[src/hdl/sebd_pkg.sv]
// ----------------------------------------------------------------------------
// Subband energy beat detector package
// Shared job type, scale constant and elaboration helpers.
// ----------------------------------------------------------------------------
package sebd_pkg;

    localparam int unsigned ENERGY_SCALE = 10000;
    localparam int SCALE_BITS = 14;
    localparam int BAND_BITS = 8;
    localparam int ENERGY_BITS = 32;
    localparam int VAR_BITS = 64;

    // One completed band handed from the front to the back end
    typedef struct packed {
        logic [BAND_BITS-1:0]   band;
        logic [ENERGY_BITS-1:0] energy;
        logic                   frame_end;
    } job_t;

    // Floor of log2, evaluated on parameters only
    function automatic int flog2(input int v);
        int n;
        int x;
        n = 0;
        x = v;
        for (int i = 0; i < 32; i++)
        begin
            if (x > 1)
            begin
                x = x >> 1;
                n = n + 1;
            end
        end
        return n;
    endfunction

endpackage

[src/hdl/sebd_front.sv]
// ----------------------------------------------------------------------------
// Subband energy beat detector front end
// Accumulates bins per band and scales the closed band to an energy.
// ----------------------------------------------------------------------------
module sebd_front #(
    parameter int SPECTRUM_POINTS = 1024,
    parameter int SUBBANDS        = 32,
    parameter int BIN_BITS        = 16
) (
    input  logic          clk,
    input  logic          rst_n,
    input  logic          in_valid,
    output logic          in_ready,
    input  logic [15:0]   bin_value,
    input  logic [10:0]   band_size,
    input  logic          band_end,
    input  logic          frame_end,
    output logic          job_valid,
    input  logic          job_ready,
    output sebd_pkg::job_t job
);
    import sebd_pkg::*;

    localparam int BW = (BIN_BITS < 16) ? BIN_BITS : 16;
    localparam int FFT_SHIFT = flog2(SPECTRUM_POINTS);
    localparam int P1_BITS = ENERGY_BITS + SCALE_BITS;
    localparam int P2_BITS = P1_BITS + 11;

    typedef enum logic [3:0] {
        F_IDLE  = 4'b0001,
        F_MUL   = 4'b0010,
        F_SCALE = 4'b0100,
        F_PUSH  = 4'b1000
    } fstate_t;

    fstate_t                state_reg, state_next;
    logic [31:0]            band_sum_reg;
    logic [BAND_BITS-1:0]   band_counter_reg;
    logic [31:0]            sum_reg;
    logic [10:0]            size_reg;
    logic [P1_BITS-1:0]     p1_reg;
    job_t                   job_reg;
    logic [32:0]            sum_wide;
    logic [31:0]            sum_sat;
    logic [P2_BITS-1:0]     p2;
    logic [P2_BITS-1:0]     p2_shift;
    logic                   accept;
    logic                   closes;

    assign accept   = in_valid && in_ready;
    assign closes   = band_end || frame_end;
    assign in_ready = (state_reg == F_IDLE);
    assign job_valid = (state_reg == F_PUSH);
    assign job      = job_reg;

    // Saturating running sum of the band
    assign sum_wide = {1'b0, band_sum_reg} + 33'(bin_value[BW-1:0]);
    assign sum_sat  = sum_wide[32] ? 32'hFFFF_FFFF : sum_wide[31:0];

    // Second product and scale shift
    assign p2       = P2_BITS'(p1_reg) * P2_BITS'(size_reg);
    assign p2_shift = p2 >> FFT_SHIFT;

    always_comb
    begin
        state_next = state_reg;
        unique case (state_reg)
            F_IDLE:  if (accept && closes) state_next = F_MUL;
            F_MUL:   state_next = F_SCALE;
            F_SCALE: state_next = F_PUSH;
            F_PUSH:  if (job_ready) state_next = F_IDLE;
            default: state_next = F_IDLE;
        endcase
    end

    // Control state
    always_ff @(posedge clk or negedge rst_n)
    begin
        if (!rst_n)
        begin
            state_reg        <= F_IDLE;
            band_sum_reg     <= '0;
            band_counter_reg <= '0;
        end
        else
        begin
            state_reg <= state_next;
            if (accept)
            begin
                if (!closes)
                begin
                    band_sum_reg <= sum_sat;
                end
                else
                begin
                    band_sum_reg <= '0;
                    if (frame_end)
                        band_counter_reg <= '0;
                    else if (32'(band_counter_reg) + 32'd1 >= 32'(SUBBANDS))
                        band_counter_reg <= '0;
                    else
                        band_counter_reg <= band_counter_reg + 1'b1;
                end
            end
        end
    end

    // Payload: hold the closed band and work out its energy
    always_ff @(posedge clk)
    begin
        if (accept && closes)
        begin
            sum_reg           <= sum_sat;
            size_reg          <= band_size;
            job_reg.band      <= band_counter_reg;
            job_reg.frame_end <= frame_end;
        end
        if (state_reg == F_MUL)
            p1_reg <= P1_BITS'(sum_reg) * P1_BITS'(ENERGY_SCALE);
        if (state_reg == F_SCALE)
            job_reg.energy <= (|p2_shift[P2_BITS-1:32]) ? 32'hFFFF_FFFF : p2_shift[31:0];
    end

endmodule

[config.mk]
export PLATFORM = sky130hd
export DESIGN_NAME = sebd_front
export DESIGN_NICKNAME = d
export VERILOG_FILES = /design/src/hdl/sebd_pkg.sv /design/src/hdl/sebd_front.sv
export SDC_FILE = /design/constraint.sdc
export NUM_CORES = 2
export LEC_CHECK = 0
export BUFFER_PORTS_ARGS = -buffer_cell sky130_fd_sc_hd__buf_2
export CAP_MARGIN = 20
export CORE_UTILIZATION = 40
export CTS_CLUSTER_DIAMETER = 80
export DETAILED_ROUTE_END_ITERATION = 8
export GPL_ROUTABILITY_DRIVEN = 0
export GPL_TIMING_DRIVEN = 0
export PLACE_DENSITY_LB_ADDON = 0.08
export SLEW_MARGIN = 20
export SYNTH_ARGS = -nofsm -noshare
export SYNTH_HDL_FRONTEND = slang
export SYNTH_SLANG_ARGS = --single-unit
[constraint.sdc]
create_clock -name clk -period 15.9 [get_ports clk]
set_input_delay 3.18 -clock clk [delete_from_list [all_inputs] [get_ports clk]]
set_output_delay 3.18 -clock clk [all_outputs]
set_load 0.02 [all_outputs]
# After elaboration in Yosys (flattened, before gate mapping)
# Index checks and enable logic that the tools add are counted.
# op_classes
reduce_logical	6
mux	7
n_lt_le_gt_ge	1
multipliers	2
eq_ne	6
add_sub_neg	3
# op_table
operator	count
32-bit 2-to-1 mux	2
42-bit by 11-bit multiplier with 53-bit output	1
32-bit by 10-bit multiplier with 42-bit output, second input constant	1
32-bit by 16-bit adder with 33-bit output	1
8-bit 2-to-1 mux	2
4-bit case mux with 4 select lines	1
15-bit OR reduction	1
8-bit by 1-bit adder with 9-bit output, second input constant	1
9-bit by 6-bit greater-or-equal comparator with 1-bit output, second input constant	1
8-bit by 1-bit adder with 8-bit output, second input constant	1
4-bit 2-to-1 mux	2
4-bit by 1-bit == test with 1-bit output, second input constant	1
4-bit by 2-bit == test with 1-bit output, second input constant	1
4-bit by 3-bit == test with 1-bit output, second input constant	1
4-bit == test, second input constant	1
2-bit by 1-bit inequality test with 1-bit output, second input constant	2
2-bit AND reduction	2
1-bit logical AND	2
1-bit logical OR	1
# word_totals
word_cells	34
inputBits	33
regBits	170
output_inout_bits	43

# Logic depth before layout (Yosys ltp)
# depth
depth_word	5
mapped_depth	24
mapped_depth_nobuf	22

# Worst setup path after synthesis
# Ideal clock, no wire load.
# synth_path
kind	register -> register
from	reg size_reg[2]
to	reg job_reg (netlist bit job[10]), data pin
path_stages_with_launch	22
required_time_ps	15622
setup_ps	278
path_buffers	3
slack_ps	9448
arrival_ps	6174
period_less_slack_ps	6452
cell_sequence	edfxtp_1 -> clkbuf_1 -> and2_1 -> fa_1 -> inv_1 -> fa_1 -> fa_1 -> fa_1 -> fa_1 -> inv_1 -> ha_1 -> buf_2 -> a21o_1 -> a21o_1 -> a21oi_4 -> nor2_1 -> or4_4 -> o31a_1 -> or4_4 -> a22oi_4 -> buf_6 -> nand4_1
# synth_between
elab_chain_len	2
# synth_lines
item	line_no	rtl
from (decl)	sebd_front.sv:40	logic [10:0] size_reg;
from (signal assigned)	sebd_front.sv:114	size_reg <= band_size;
42-bit by 11-bit multiplier with 53-bit output (*)	sebd_front.sv:61	assign p2 = P2_BITS'(p1_reg) * P2_BITS'(size_reg);
15-bit OR reduction	sebd_front.sv:121	job_reg.energy <= (|p2_shift[P2_BITS-1:32]) ? 32'hFFFF_FFFF : p2_shift[31:0];
to (decl)	sebd_front.sv:42	job_t job_reg;
# Every way passes the cells marked *; elsewhere a longest branch is shown, timed or not.
# A chain may end at the register's enable or synchronous reset.

# Final worst setup path
# layout_path
from	reg size_reg[5]
to	reg job_reg (netlist bit job[24]), data pin
# The elaborated chain is that of the path after synthesis.

==> summary.md <==
| Metric | Value |
|---|---|
| Area of the multi-input gates | 0.0190 sq mm |
| Skew-Pair Late Insertion Delay | 500 ps |
| Core Region | 0.0645 sq mm |
| Area leader, netlist | fa_1 |
| Initial drt markers | 967 |
| Buffer count from post-CTS setup fixing | 0 |
| Clock Tree Buf Depth | 2 |
| Max-slew headroom | 30.6% |
| Hold_buf cts | 0 |
| Achievable frequency | 0.122 GHz |
| Count leader, synth | inv_1 |
| Die Wd | 257 um |
| Die area | 0.0662 sq mm |
| CP max-delay cell | nor3_1 |
| Post-synthesis cell area | 0.0261 sq mm |
| Port bufs | 75 |
| Final nets | 3496 |
| Pins Over Slew Limit | 0 |
| Final WS setup | 7670 ps |
| Crit Path Category | flop to flop |
| Status | complete, no violations |
| FILL cells | 6322 |
| Max cap viols | 0 |
| Total inserted antenna cells | 0 |
| Final setup viols | 0 |
| ANT nets after route | 0 |
| Actual slew at the worst max-slew pin | 1030 ps |
| Req. time, crit path | 16110 ps |
| Area Overhead vs Synth | 8.46% |
| Startpoint Class | flop |
| DRT Pass-1 Iters | 6 |
| Ys async rst share | 25.9% |
| # H-tree levels | 4 |
| Worst path most repeated cell | fa_1 |
| CTS Root Cell | clkbuf_16 |
| Slowest cell delay on critical path | 800 ps |
| TritonCTS clock tree | yes |
| Initial antenna violation count | 5 |
| R2R cell count | 22 |
| Total number of vias | 18700 |
| Mapped Nets | 3389 |
| Total grt overflow | 0 |
| Setup Skew | 25.1 ps |
| First-pass GRT wire length | 109000 um |
| Row count | 93 |
| Register area share after synthesis | 18.7% |
| Tightest Hold Check Type | flop to flop |
| CTS buffer count | 17 |
| Worst-path cell chain | clkbuf_1 -> nand2_1 -> fa_1 -> inv_1 -> fa_1 -> fa_1 -> fa_1 -> inv_1 -> fa_1 -> inv_1 -> ha_1 -> and3_1 -> nand4_1 -> nor2_1 -> nand4_1 -> o21ai_0 -> o21ai_0 -> a211oi_1 -> a211oi_1 -> nor3_1 -> clkbuf_1 -> nand4_1 |
| Top cells by area, synth | fa_1 34%, edfxtp_1 15%, ha_1 11% |
| Hold path depth | 0 |
| Inst Count DP | 3633 |
| WP data arrival | 8440 ps |
| Pre-CTS setup slack | 7700 ps |
| # DRC | 0 |
| Post-synth top cells | 459 x inv_1, 442 x fa_1, 360 x nand2_1 |
| Post-layout util | 43.9% |
| Largest net degree at the start of global routing | 45 |
| Post-Route WL | 67900 um |
| Post-cts resize count | 0 |
| Mapped Cells | 2690 |
| Total Neg Setup Slack | 0 ps |
| Drt wl/cell | 18.5 um |
| Final period util | 51.7% |
| Yosys cell types | 76 |
| Fin. Hold Viols | 0 |
| Unrepaired setup endpoints after global routing | false |
| Max reg flops | 42 |
| Finished Layout Cells | 3665 |
| Setup crit end kind | flop |
| Starting density of the core | 40.4% |
| Storage element area | 0.00489 sq mm |
| I/O pins | 76 |
| Die Ht | 257 um |
| Share of layout cells above drive strength 1 | 5.41% |
| Minimum clock period after layout | 8230 ps |
| Clk sink count | 170 |
| CP max FO | 10 |
| Post-synth EDFFs | 126 |
| Vias in the first global route | 19700 |
| Syn. warnings | 0 |
| Top cell type's share of synthesized area | 34.0% |
| FF+latch count, synth | 170 |
| Clock transition at path regs | 90 ps |
| Avg Inst Size Synth | 9.69 sq um |
| Top FF cell, synth | edfxtp_1 |
| Total track usage | 21.3% |
| Dpl hpwl | 56800 um |
| Number of vias per cell | 5.10 |
-- worst max-delay path, delay by kind of cell (launching register included) --
kind,cells,cell delay [ps]
and+or+nand+nor,7,1930
DFF,1,620
buffers and inverters,5,1300
AOI/OAI and AO/OA,4,1170
adders and majority gates,6,2920
-- cell families (layout without fill, tap and decap cells) --
group	Yosys count	after routing	share of synthesized area (%)
flops	170	170	18.7
mux	5	5	0.206
buf+inv	585	705	8.54
simple gates	824	824	15.9
xor+xnor	83	83	2.79
compound gates	357	357	9.15
fa+ha+maj	666	666	44.7
-- cell usage in the layout (no fill, tap or decap), types with 76 or more instances in the layout --
master	n
clkbuf_1	117
a21oi_1	89
buf_2	88
ha_1	224
edfxtp_1	126
inv_1	458
nand2_1	360
o21ai_0	76
and2_1	208
fa_1	442
-- stage by stage --
step / hold slack (ps) / cell area (sq um)
after floorplan: 439 / 26100
after global placement: 453 / 27500
after detailed placement: 456 / 27600
after CTS: 479 / 28300
after global routing: 502 / 28300
final: 479 / 28300
-- cell type report --
type	instances	area share [%]
tap	855	3.78
clock inverter	15	0.748
buffer	126	1.77
timing repair buffer	88	1.69
sequential	170	17.3
inverter	459	6.10
multi-input combinational	1935	67.1
clock buffer	17	1.50
-- per-layer routing --
metal	wire length, um	part of all wire, %	vias to the layer above	track usage (%)
met5	55	0.081	-	0
met3	3750	5.5	76	3.65
met4	1760	2.6	8	6.53
li1	-	-	8888	-
met2	32000	47	449	35.3
met1	30400	45	9274	28.3
-- final timing paths --
kind / from / end / slack, ps
setup reg to reg: size_reg[5]$_DFFE_PP_ / job[24]$_SDFFCE_PP1P_ / 7670
hold / removal: band_counter_reg[7]$_DFFE_PN0P_ / job[40]$_DFFE_PP_ / 480
setup / recovery: size_reg[5]$_DFFE_PP_ / job[24]$_SDFFCE_PP1P_ / 7670
hold reg to reg: band_counter_reg[7]$_DFFE_PN0P_ / job[40]$_DFFE_PP_ / 480
min in group asynchronous: rst_n / band_counter_reg[6]$_DFFE_PN0P_ / 2690
max in group asynchronous: rst_n / band_sum_reg[24]$_DFFE_PN0P_ / 12770
Power is not shown: default switching activity piles up to over one toggle a cycle in this logic, so the estimate is an artifact.
