[src/hdl/sebd_pkg.sv]
// ----------------------------------------------------------------------------
// Subband energy beat detector package
// Shared job type, scale constant and elaboration helpers.
// ----------------------------------------------------------------------------
package sebd_pkg;

    localparam int unsigned ENERGY_SCALE = 10000;
    localparam int SCALE_BITS = 14;
    localparam int BAND_BITS = 8;
    localparam int ENERGY_BITS = 32;
    localparam int VAR_BITS = 64;

    // One completed band handed from the front to the back end
    typedef struct packed {
        logic [BAND_BITS-1:0]   band;
        logic [ENERGY_BITS-1:0] energy;
        logic                   frame_end;
    } job_t;

    // Floor of log2, evaluated on parameters only
    function automatic int flog2(input int v);
        int n;
        int x;
        n = 0;
        x = v;
        for (int i = 0; i < 32; i++)
        begin
            if (x > 1)
            begin
                x = x >> 1;
                n = n + 1;
            end
        end
        return n;
    endfunction

endpackage

[src/hdl/sebd_queue.sv]
// ----------------------------------------------------------------------------
// Subband energy beat detector job queue
// Two-entry queue decoupling the front end from the history walk.
// ----------------------------------------------------------------------------
module sebd_queue (
    input  logic           clk,
    input  logic           rst_n,
    input  logic           push_valid,
    output logic           push_ready,
    input  sebd_pkg::job_t push_job,
    output logic           pop_valid,
    input  logic           pop_ready,
    output sebd_pkg::job_t pop_job
);
    import sebd_pkg::*;

    job_t       slot_reg [2];
    logic       wr_ptr_reg;
    logic       rd_ptr_reg;
    logic [1:0] count_reg;
    logic       do_push;
    logic       do_pop;

    assign push_ready = (count_reg != 2'd2);
    assign pop_valid  = (count_reg != 2'd0);
    assign pop_job    = slot_reg[rd_ptr_reg];
    assign do_push    = push_valid && push_ready;
    assign do_pop     = pop_valid && pop_ready;

    // Pointers and fill level
    always_ff @(posedge clk or negedge rst_n)
    begin
        if (!rst_n)
        begin
            wr_ptr_reg <= 1'b0;
            rd_ptr_reg <= 1'b0;
            count_reg  <= '0;
        end
        else
        begin
            if (do_push)
                wr_ptr_reg <= ~wr_ptr_reg;
            if (do_pop)
                rd_ptr_reg <= ~rd_ptr_reg;
            if (do_push && !do_pop)
                count_reg <= count_reg + 2'd1;
            else if (do_pop && !do_push)
                count_reg <= count_reg - 2'd1;
        end
    end

    // Store entries
    always_ff @(posedge clk)
    begin
        if (do_push)
            slot_reg[wr_ptr_reg] <= push_job;
    end

endmodule

[config.mk]
export PLATFORM = sky130hd
export DESIGN_NAME = sebd_queue
export DESIGN_NICKNAME = d
export VERILOG_FILES = /design/src/hdl/sebd_pkg.sv /design/src/hdl/sebd_queue.sv
export SDC_FILE = /design/constraint.sdc
export NUM_CORES = 1
export LEC_CHECK = 0
export ABC_CLOCK_PERIOD_IN_PS = 3700
export BUFFER_PORTS_ARGS = -buffer_cell sky130_fd_sc_hd__clkbuf_2
export CAP_MARGIN = 20
export CORE_MARGIN = 3
export CORE_UTILIZATION = 29
export DETAILED_ROUTE_END_ITERATION = 16
export PLACE_DENSITY_LB_ADDON = 0.15
export SLEW_MARGIN = 20
export SYNTH_ARGS = -nofsm -noshare
export SYNTH_HDL_FRONTEND = slang
export SYNTH_SLANG_ARGS = --single-unit
[constraint.sdc]
create_clock -name clk -period 3.7 [get_ports clk]
set_clock_uncertainty 0.1 [all_clocks]
set_input_delay 0.37 -clock clk [delete_from_list [all_inputs] [get_ports clk]]
set_output_delay 0.37 -clock clk [all_outputs]
set_load 0.01 [all_outputs]
Yosys cells after proc, flatten, opt, wreduce, memory -nomap -nowiden
Memory sizes are Yosys's and may differ from the RTL's. Index checks and enable logic that the tools add are counted.

Flip-flop bits (word level): 4. Bits in writable memories: 82. Input port bits: 45. Word-level logic and storage cells: 21. Memories: 1.

Add/sub/neg operators: 2. Eq/ne operators: 1. Multiplexer cells: 4. Bitwise logic cells: 2. Reductions and logical operators: 8.

Memories: slot_reg (words 2, width 41, rd ports 1, clocked after memory_dff 0, wr ports 1, RTL line sebd_queue.sv:17) `job_t slot_reg [2];`.

Operators by type and width (count): $logic_and A1 B1 Y1 (4); $mux W2 (2); $reduce_bool A2 Y1 (2); $add A2 B1 Y2 const B (1); $logic_not A1 Y1 (2); $mux W1 (2); $ne A2 B2 Y1 const B (1); $not A1 Y1 (2); $sub A2 B1 Y2 const B (1).

Depth between registers and ports, before layout
Depth after elaboration: 6. Depth in mapped cells: 7. Mapped depth without buffers: 7.

Least setup slack after synthesis
OpenSTA, ideal clock, no wires.

Path kind: register to register. Start point: register count_reg[0]. End point: memory slot_reg[0][0] (netlist name), enable pin. Data arrival time: 2.426 ns. Data required time: 3.161 ns. Slack: 0.735 ns. Stages on the path, launching flop included: 4. Buffers on the path: 0. Clock period less this slack: 2.965 ns. Cells stage by stage: dfrtp_1 > nand2b_1 > nand2_1 > nor2_1.

Cells in the longest elaborated chain, start to end: 4.

Ends and longest elaborated chain: from (decl) (RTL line sebd_queue.sv:20) `logic [1:0] count_reg;`; from (signal assigned) (RTL line sebd_queue.sv:46) `count_reg <= count_reg + 2'd1;`; from (signal assigned) (RTL line sebd_queue.sv:48) `count_reg <= count_reg - 2'd1;`; $ne A2 B2 Y1 (RTL line sebd_queue.sv:24) `assign push_ready = (count_reg != 2'd2);`; net push_ready (RTL line sebd_queue.sv:9) `output logic push_ready,`; $logic_and A1 B1 Y1 (RTL line sebd_queue.sv:27) `assign do_push = push_valid && push_ready;`; $mux W1 (RTL line sebd_queue.sv:55) `if (do_push)`; $mux W1 (implied by the code) (RTL line sebd_queue.sv:56) `slot_reg[wr_ptr_reg] <= push_job;`; to (decl) (RTL line sebd_queue.sv:17).

The timed path passes the listed nets, and every way through them passes these cells.

==> impl_metrics.prom <==
# TYPE chip_impl_metric gauge
chip_impl_info{name="outcome",value="finished, final reports clean"} 1
chip_impl_metric{name="die-area",unit="sq um"} 12900
chip_impl_metric{name="route.detailed.wl_per_inst",unit="um"} 14.6
chip_impl_info{name="rsz0062_at_grt",value="false"} 1
chip_impl_metric{name="required",unit="ns"} 3.23
chip_impl_metric{name="critPathArrivalTime",unit="ns"} 1.89
chip_impl_metric{name="synth_cells",unit=""} 146
chip_impl_metric{name="clkSlewWorstSetupHoldPaths",unit="ns"} 0.06
chip_impl_metric{name="cellLeakagePower",unit="nW"} 1.71
chip_impl_metric{name="numPortBuffers",unit=""} 87
chip_impl_metric{name="detailroute.via_count",unit=""} 1577
chip_impl_metric{name="global_route_total_usage_across_every_layer",unit=""} 0.0917
chip_impl_metric{name="die_width",unit="um"} 114
chip_impl_metric{name="drtAntennaViolNets",unit=""} 0
chip_impl_metric{name="pwr-share-comb",unit=""} 0.313
chip_impl_metric{name="finalHoldViolCount",unit=""} 0
chip_impl_metric{name="insertedDiodeCount",unit=""} 0
chip_impl_metric{name="mappedNetlistArea",unit="sq um"} 3360
chip_impl_metric{name="slew_headroom",unit=""} 0.308
chip_impl_metric{name="synth_mux_area_frac",unit=""} 0.181
chip_impl_metric{name="max_freq",unit="GHz"} 0.424
chip_impl_metric{name="grt_pass1_wl",unit="mm"} 8.76
chip_impl_metric{name="power.ir.vdd_worst",unit="V"} 0.000329
chip_impl_info{name="synth_top_family_by_area",value="multiplexers"} 1
chip_impl_metric{name="clockPowerShare",unit=""} 0.255
chip_impl_metric{name="register_area",unit="sq um"} 2560
chip_impl_metric{name="fraction_of_power_spent_switching_nets",unit=""} 0.284
chip_impl_metric{name="core_area",unit="sq um"} 11100
chip_impl_metric{name="globalRouteOverflowTotal",unit=""} 0
chip_impl_metric{name="grt_antenna_before_repair",unit=""} 0
chip_impl_info{name="crit_path_start_kind",value="flip-flop"} 1
chip_impl_metric{name="multi_input_comb_area",unit="sq um"} 707
chip_impl_metric{name="detailed_place_hpwl",unit="mm"} 3.84
chip_impl_metric{name="filler_cell_count",unit=""} 1032
chip_impl_metric{name="setup-violations-final",unit=""} 0
chip_impl_metric{name="synth.net_count",unit=""} 192
chip_impl_metric{name="route.final.wire_length",unit="mm"} 5.67
chip_impl_metric{name="synthesis.yosys.warnings",unit=""} 0
chip_impl_metric{name="rows",unit=""} 38
chip_impl_info{name="clock_tree_from_tritoncts",value="built"} 1
chip_impl_metric{name="finalMaxSlewViolations",unit=""} 0
chip_impl_metric{name="switchingPower",unit="W"} 0.000951
chip_impl_metric{name="largest_register_ffs",unit=""} 82
chip_impl_metric{name="seq_power_share",unit=""} 0.432
chip_impl_metric{name="yosys.area_share.xor_xnor",unit=""} 0.0130
chip_impl_metric{name="post_route_setup_tns",unit="ns"} 0
chip_impl_metric{name="area_delta_synth_final",unit="%"} 25.5
chip_impl_metric{name="total_i_o_pin_count",unit=""} 88
chip_impl_metric{name="internal_power",unit="W"} 0.00240
chip_impl_info{name="start_to_end_type_of_the_worst_setup_path",value="reg2out"} 1
chip_impl_metric{name="tritoncts_num_sinks",unit=""} 86
chip_impl_metric{name="grt_max_degree",unit=""} 42
chip_impl_metric{name="cap_viol_max_count",unit=""} 0
chip_impl_metric{name="power_density_normalized_to_cell_area",unit="nW/um^2"} 795
chip_impl_metric{name="synth_adder_area_share",unit=""} 0.00373
chip_impl_metric{name="synthDistinctLibCells",unit=""} 15
chip_impl_metric{name="synth_sequential_area_ratio",unit=""} 0.764
chip_impl_metric{name="worst_skew_pair.late_latency",unit="ns"} 0.33
chip_impl_metric{name="drtIter0Drc",unit=""} 25
chip_impl_metric{name="path_max_fanout",unit=""} 17
chip_impl_metric{name="ys_seq_elements",unit=""} 86
chip_impl_metric{name="final_layout_size_suffix_gt1_frac",unit=""} 0.597
chip_impl_metric{name="post_synth.cell_area_avg",unit="sq um"} 23.0
chip_impl_metric{name="initial_core_util",unit=""} 0.303
chip_impl_metric{name="drcViolationCount",unit=""} 0
chip_impl_metric{name="regToRegSetupSlack",unit="ns"} 1.65
chip_impl_metric{name="min_period",unit="ns"} 2.36
chip_impl_metric{name="post_cts_resized",unit=""} 0
chip_impl_metric{name="post_layout_nonfiller_instances",unit=""} 388
chip_impl_metric{name="design.final.nets",unit=""} 290
chip_impl_metric{name="clock_tree.htree_level_count",unit=""} 3
chip_impl_metric{name="grt_pass1_vias",unit=""} 1631
chip_impl_metric{name="worst-slew-pin-transition",unit="ns"} 1.04
chip_impl_metric{name="routed_via_density",unit=""} 4.06
chip_impl_info{name="ctsRootBufferMaster",value="clkbuf_16"} 1
chip_impl_info{name="hold_path_class",value="in2reg"} 1
chip_impl_metric{name="first_pass_iters",unit=""} 4
chip_impl_metric{name="tritoncts.num_buffers",unit=""} 9
chip_impl_metric{name="synth-compound-area-share",unit=""} 0
chip_impl_metric{name="die_h",unit="um"} 114
chip_impl_metric{name="placedCellCount",unit=""} 372
chip_impl_metric{name="finalCritPeriodShare",unit=""} 0.638
chip_impl_metric{name="gp_congestion",unit=""} 0.621
chip_impl_metric{name="cts_max_path_buffers",unit=""} 2
chip_impl_info{name="critPathCaptureType",value="output pin"} 1
chip_impl_metric{name="synth_simple_gate_area_frac",unit=""} 0.0101
## layout make-up
| cell class | count | area share |
|---|---|---|
| Timing Repair Buffer | 92 | 0.113 |
| Clock buffer | 9 | 0.0535 |
| Inverter | 1 | 0.000891 |
| Multi-Input combinational cell | 54 | 0.168 |
| Tap cell | 140 | 0.0416 |
| Clock inverter | 6 | 0.0149 |
| Sequential cell | 86 | 0.609 |
## cells by family after synthesis
| kind of cell | after synthesis |
|---|---|
| DFF | 86 |
| muxes | 41 |
| and+or+nand+nor | 7 |
| buffers and inverters | 6 |
| xor gates and xnor gates | 5 |
| adders and majority gates | 1 |
## worst max-delay path, stage by stage (launching register included)
cell      delay, ns
dfrtp_2        0.70
buf_4          0.39
mux2_4         0.34
clkbuf_2       0.13
## what timing repair did
| action | in CTS | in global routing |
|---|---|---|
| setup buffers | 0 | 0 |
| hold endpoints to repair | 4 | 0 |
| hold buffers | 1 | 0 |
## cells in the final DEF, fill, tap and decap left out
cell type	Yosys	final
and3_2	0	1
buf_4	0	4
bufinv_16	0	1
clkbuf_16	0	9
clkbuf_2	0	87
clkinv_1	0	2
clkinv_4	0	1
clkinvlp_4	0	1
dfrtp_1	4	3
dfrtp_2	0	1
dlygate4sd3_1	0	1
edfxtp_1	82	82
ha_1	1	1
inv_1	1	1
inv_6	0	1
mux2_2	2	2
mux2_4	39	39
nand2_1	2	2
nand2b_1	1	1
nor2_1	2	1
nor2_4	0	1
or2_1	1	1
xnor2_1	3	3
xor2_1	2	2
## synth_stat cells
cell	instances	area, sq um
buf_12	4	80.1
nor2_1	2	7.51
and3_1	1	6.26
mux2_4	39	586
ha_1	1	12.5
inv_1	1	3.75
xor2_1	2	17.5
or2_1	1	6.26
dfrtp_1	4	100
edfxtp_1	82	2460
xnor2_1	3	26.3
nand2_1	2	7.51
nand2b_1	1	6.26
mux2_2	2	22.5
buf_6	1	11.3
## worst paths after layout
| check | depth (start not counted) | startpoint | to |
|---|---|---|---|
| max reg2reg | 4 | count_reg[0] | slot_reg[0][1] |
| min reg2reg | 1 | count_reg[1] | count_reg[1] |
| min in group asynchronous | 2 | rst_n | count_reg[0] |
| max | 3 | rd_ptr_reg | pop_job[5] |
| max in group asynchronous | 2 | rst_n | rd_ptr_reg |
| min | 1 | push_job[32] | slot_reg[1][32] |
## metal layers
layer	routed length (um)	GRT usage
met3	573	0.0552
met1	2480	0.120
met5	0	0
met4	40	0.0240
met2	2570	0.129
## power groups by stage
| stage | Clock, W | Combinational [W] | Sequential [W] |
|---|---|---|---|
| after floorplan | 0 | 0.000847 | 0.00141 |
| after detailed placement | 0 | 0.00108 | 0.00147 |
| after global routing | 0.000941 | 0.00114 | 0.00147 |
| after global placement | 0 | 0.00109 | 0.00147 |
| after CTS | 0.000891 | 0.00109 | 0.00145 |
| final | 0.000856 | 0.00105 | 0.00145 |
## per-stage QoR
stage	setup slack [ns]	power, W	hold WS [ns]	cell area [sq um]	utilization
global route	1.23	0.00356	0.113	4210	0.380
global placement	1.61	0.00256	0.0920	3920	0.353
floorplan	0.735	0.00226	-0.0256	3360	-
finish	1.34	0.00335	0.126	4210	0.380
CTS	1.27	0.00343	0.111	4210	0.380
detailed placement	1.59	0.00255	0.0882	3920	0.353
Note: power is estimated with default switching activity, not from simulation.
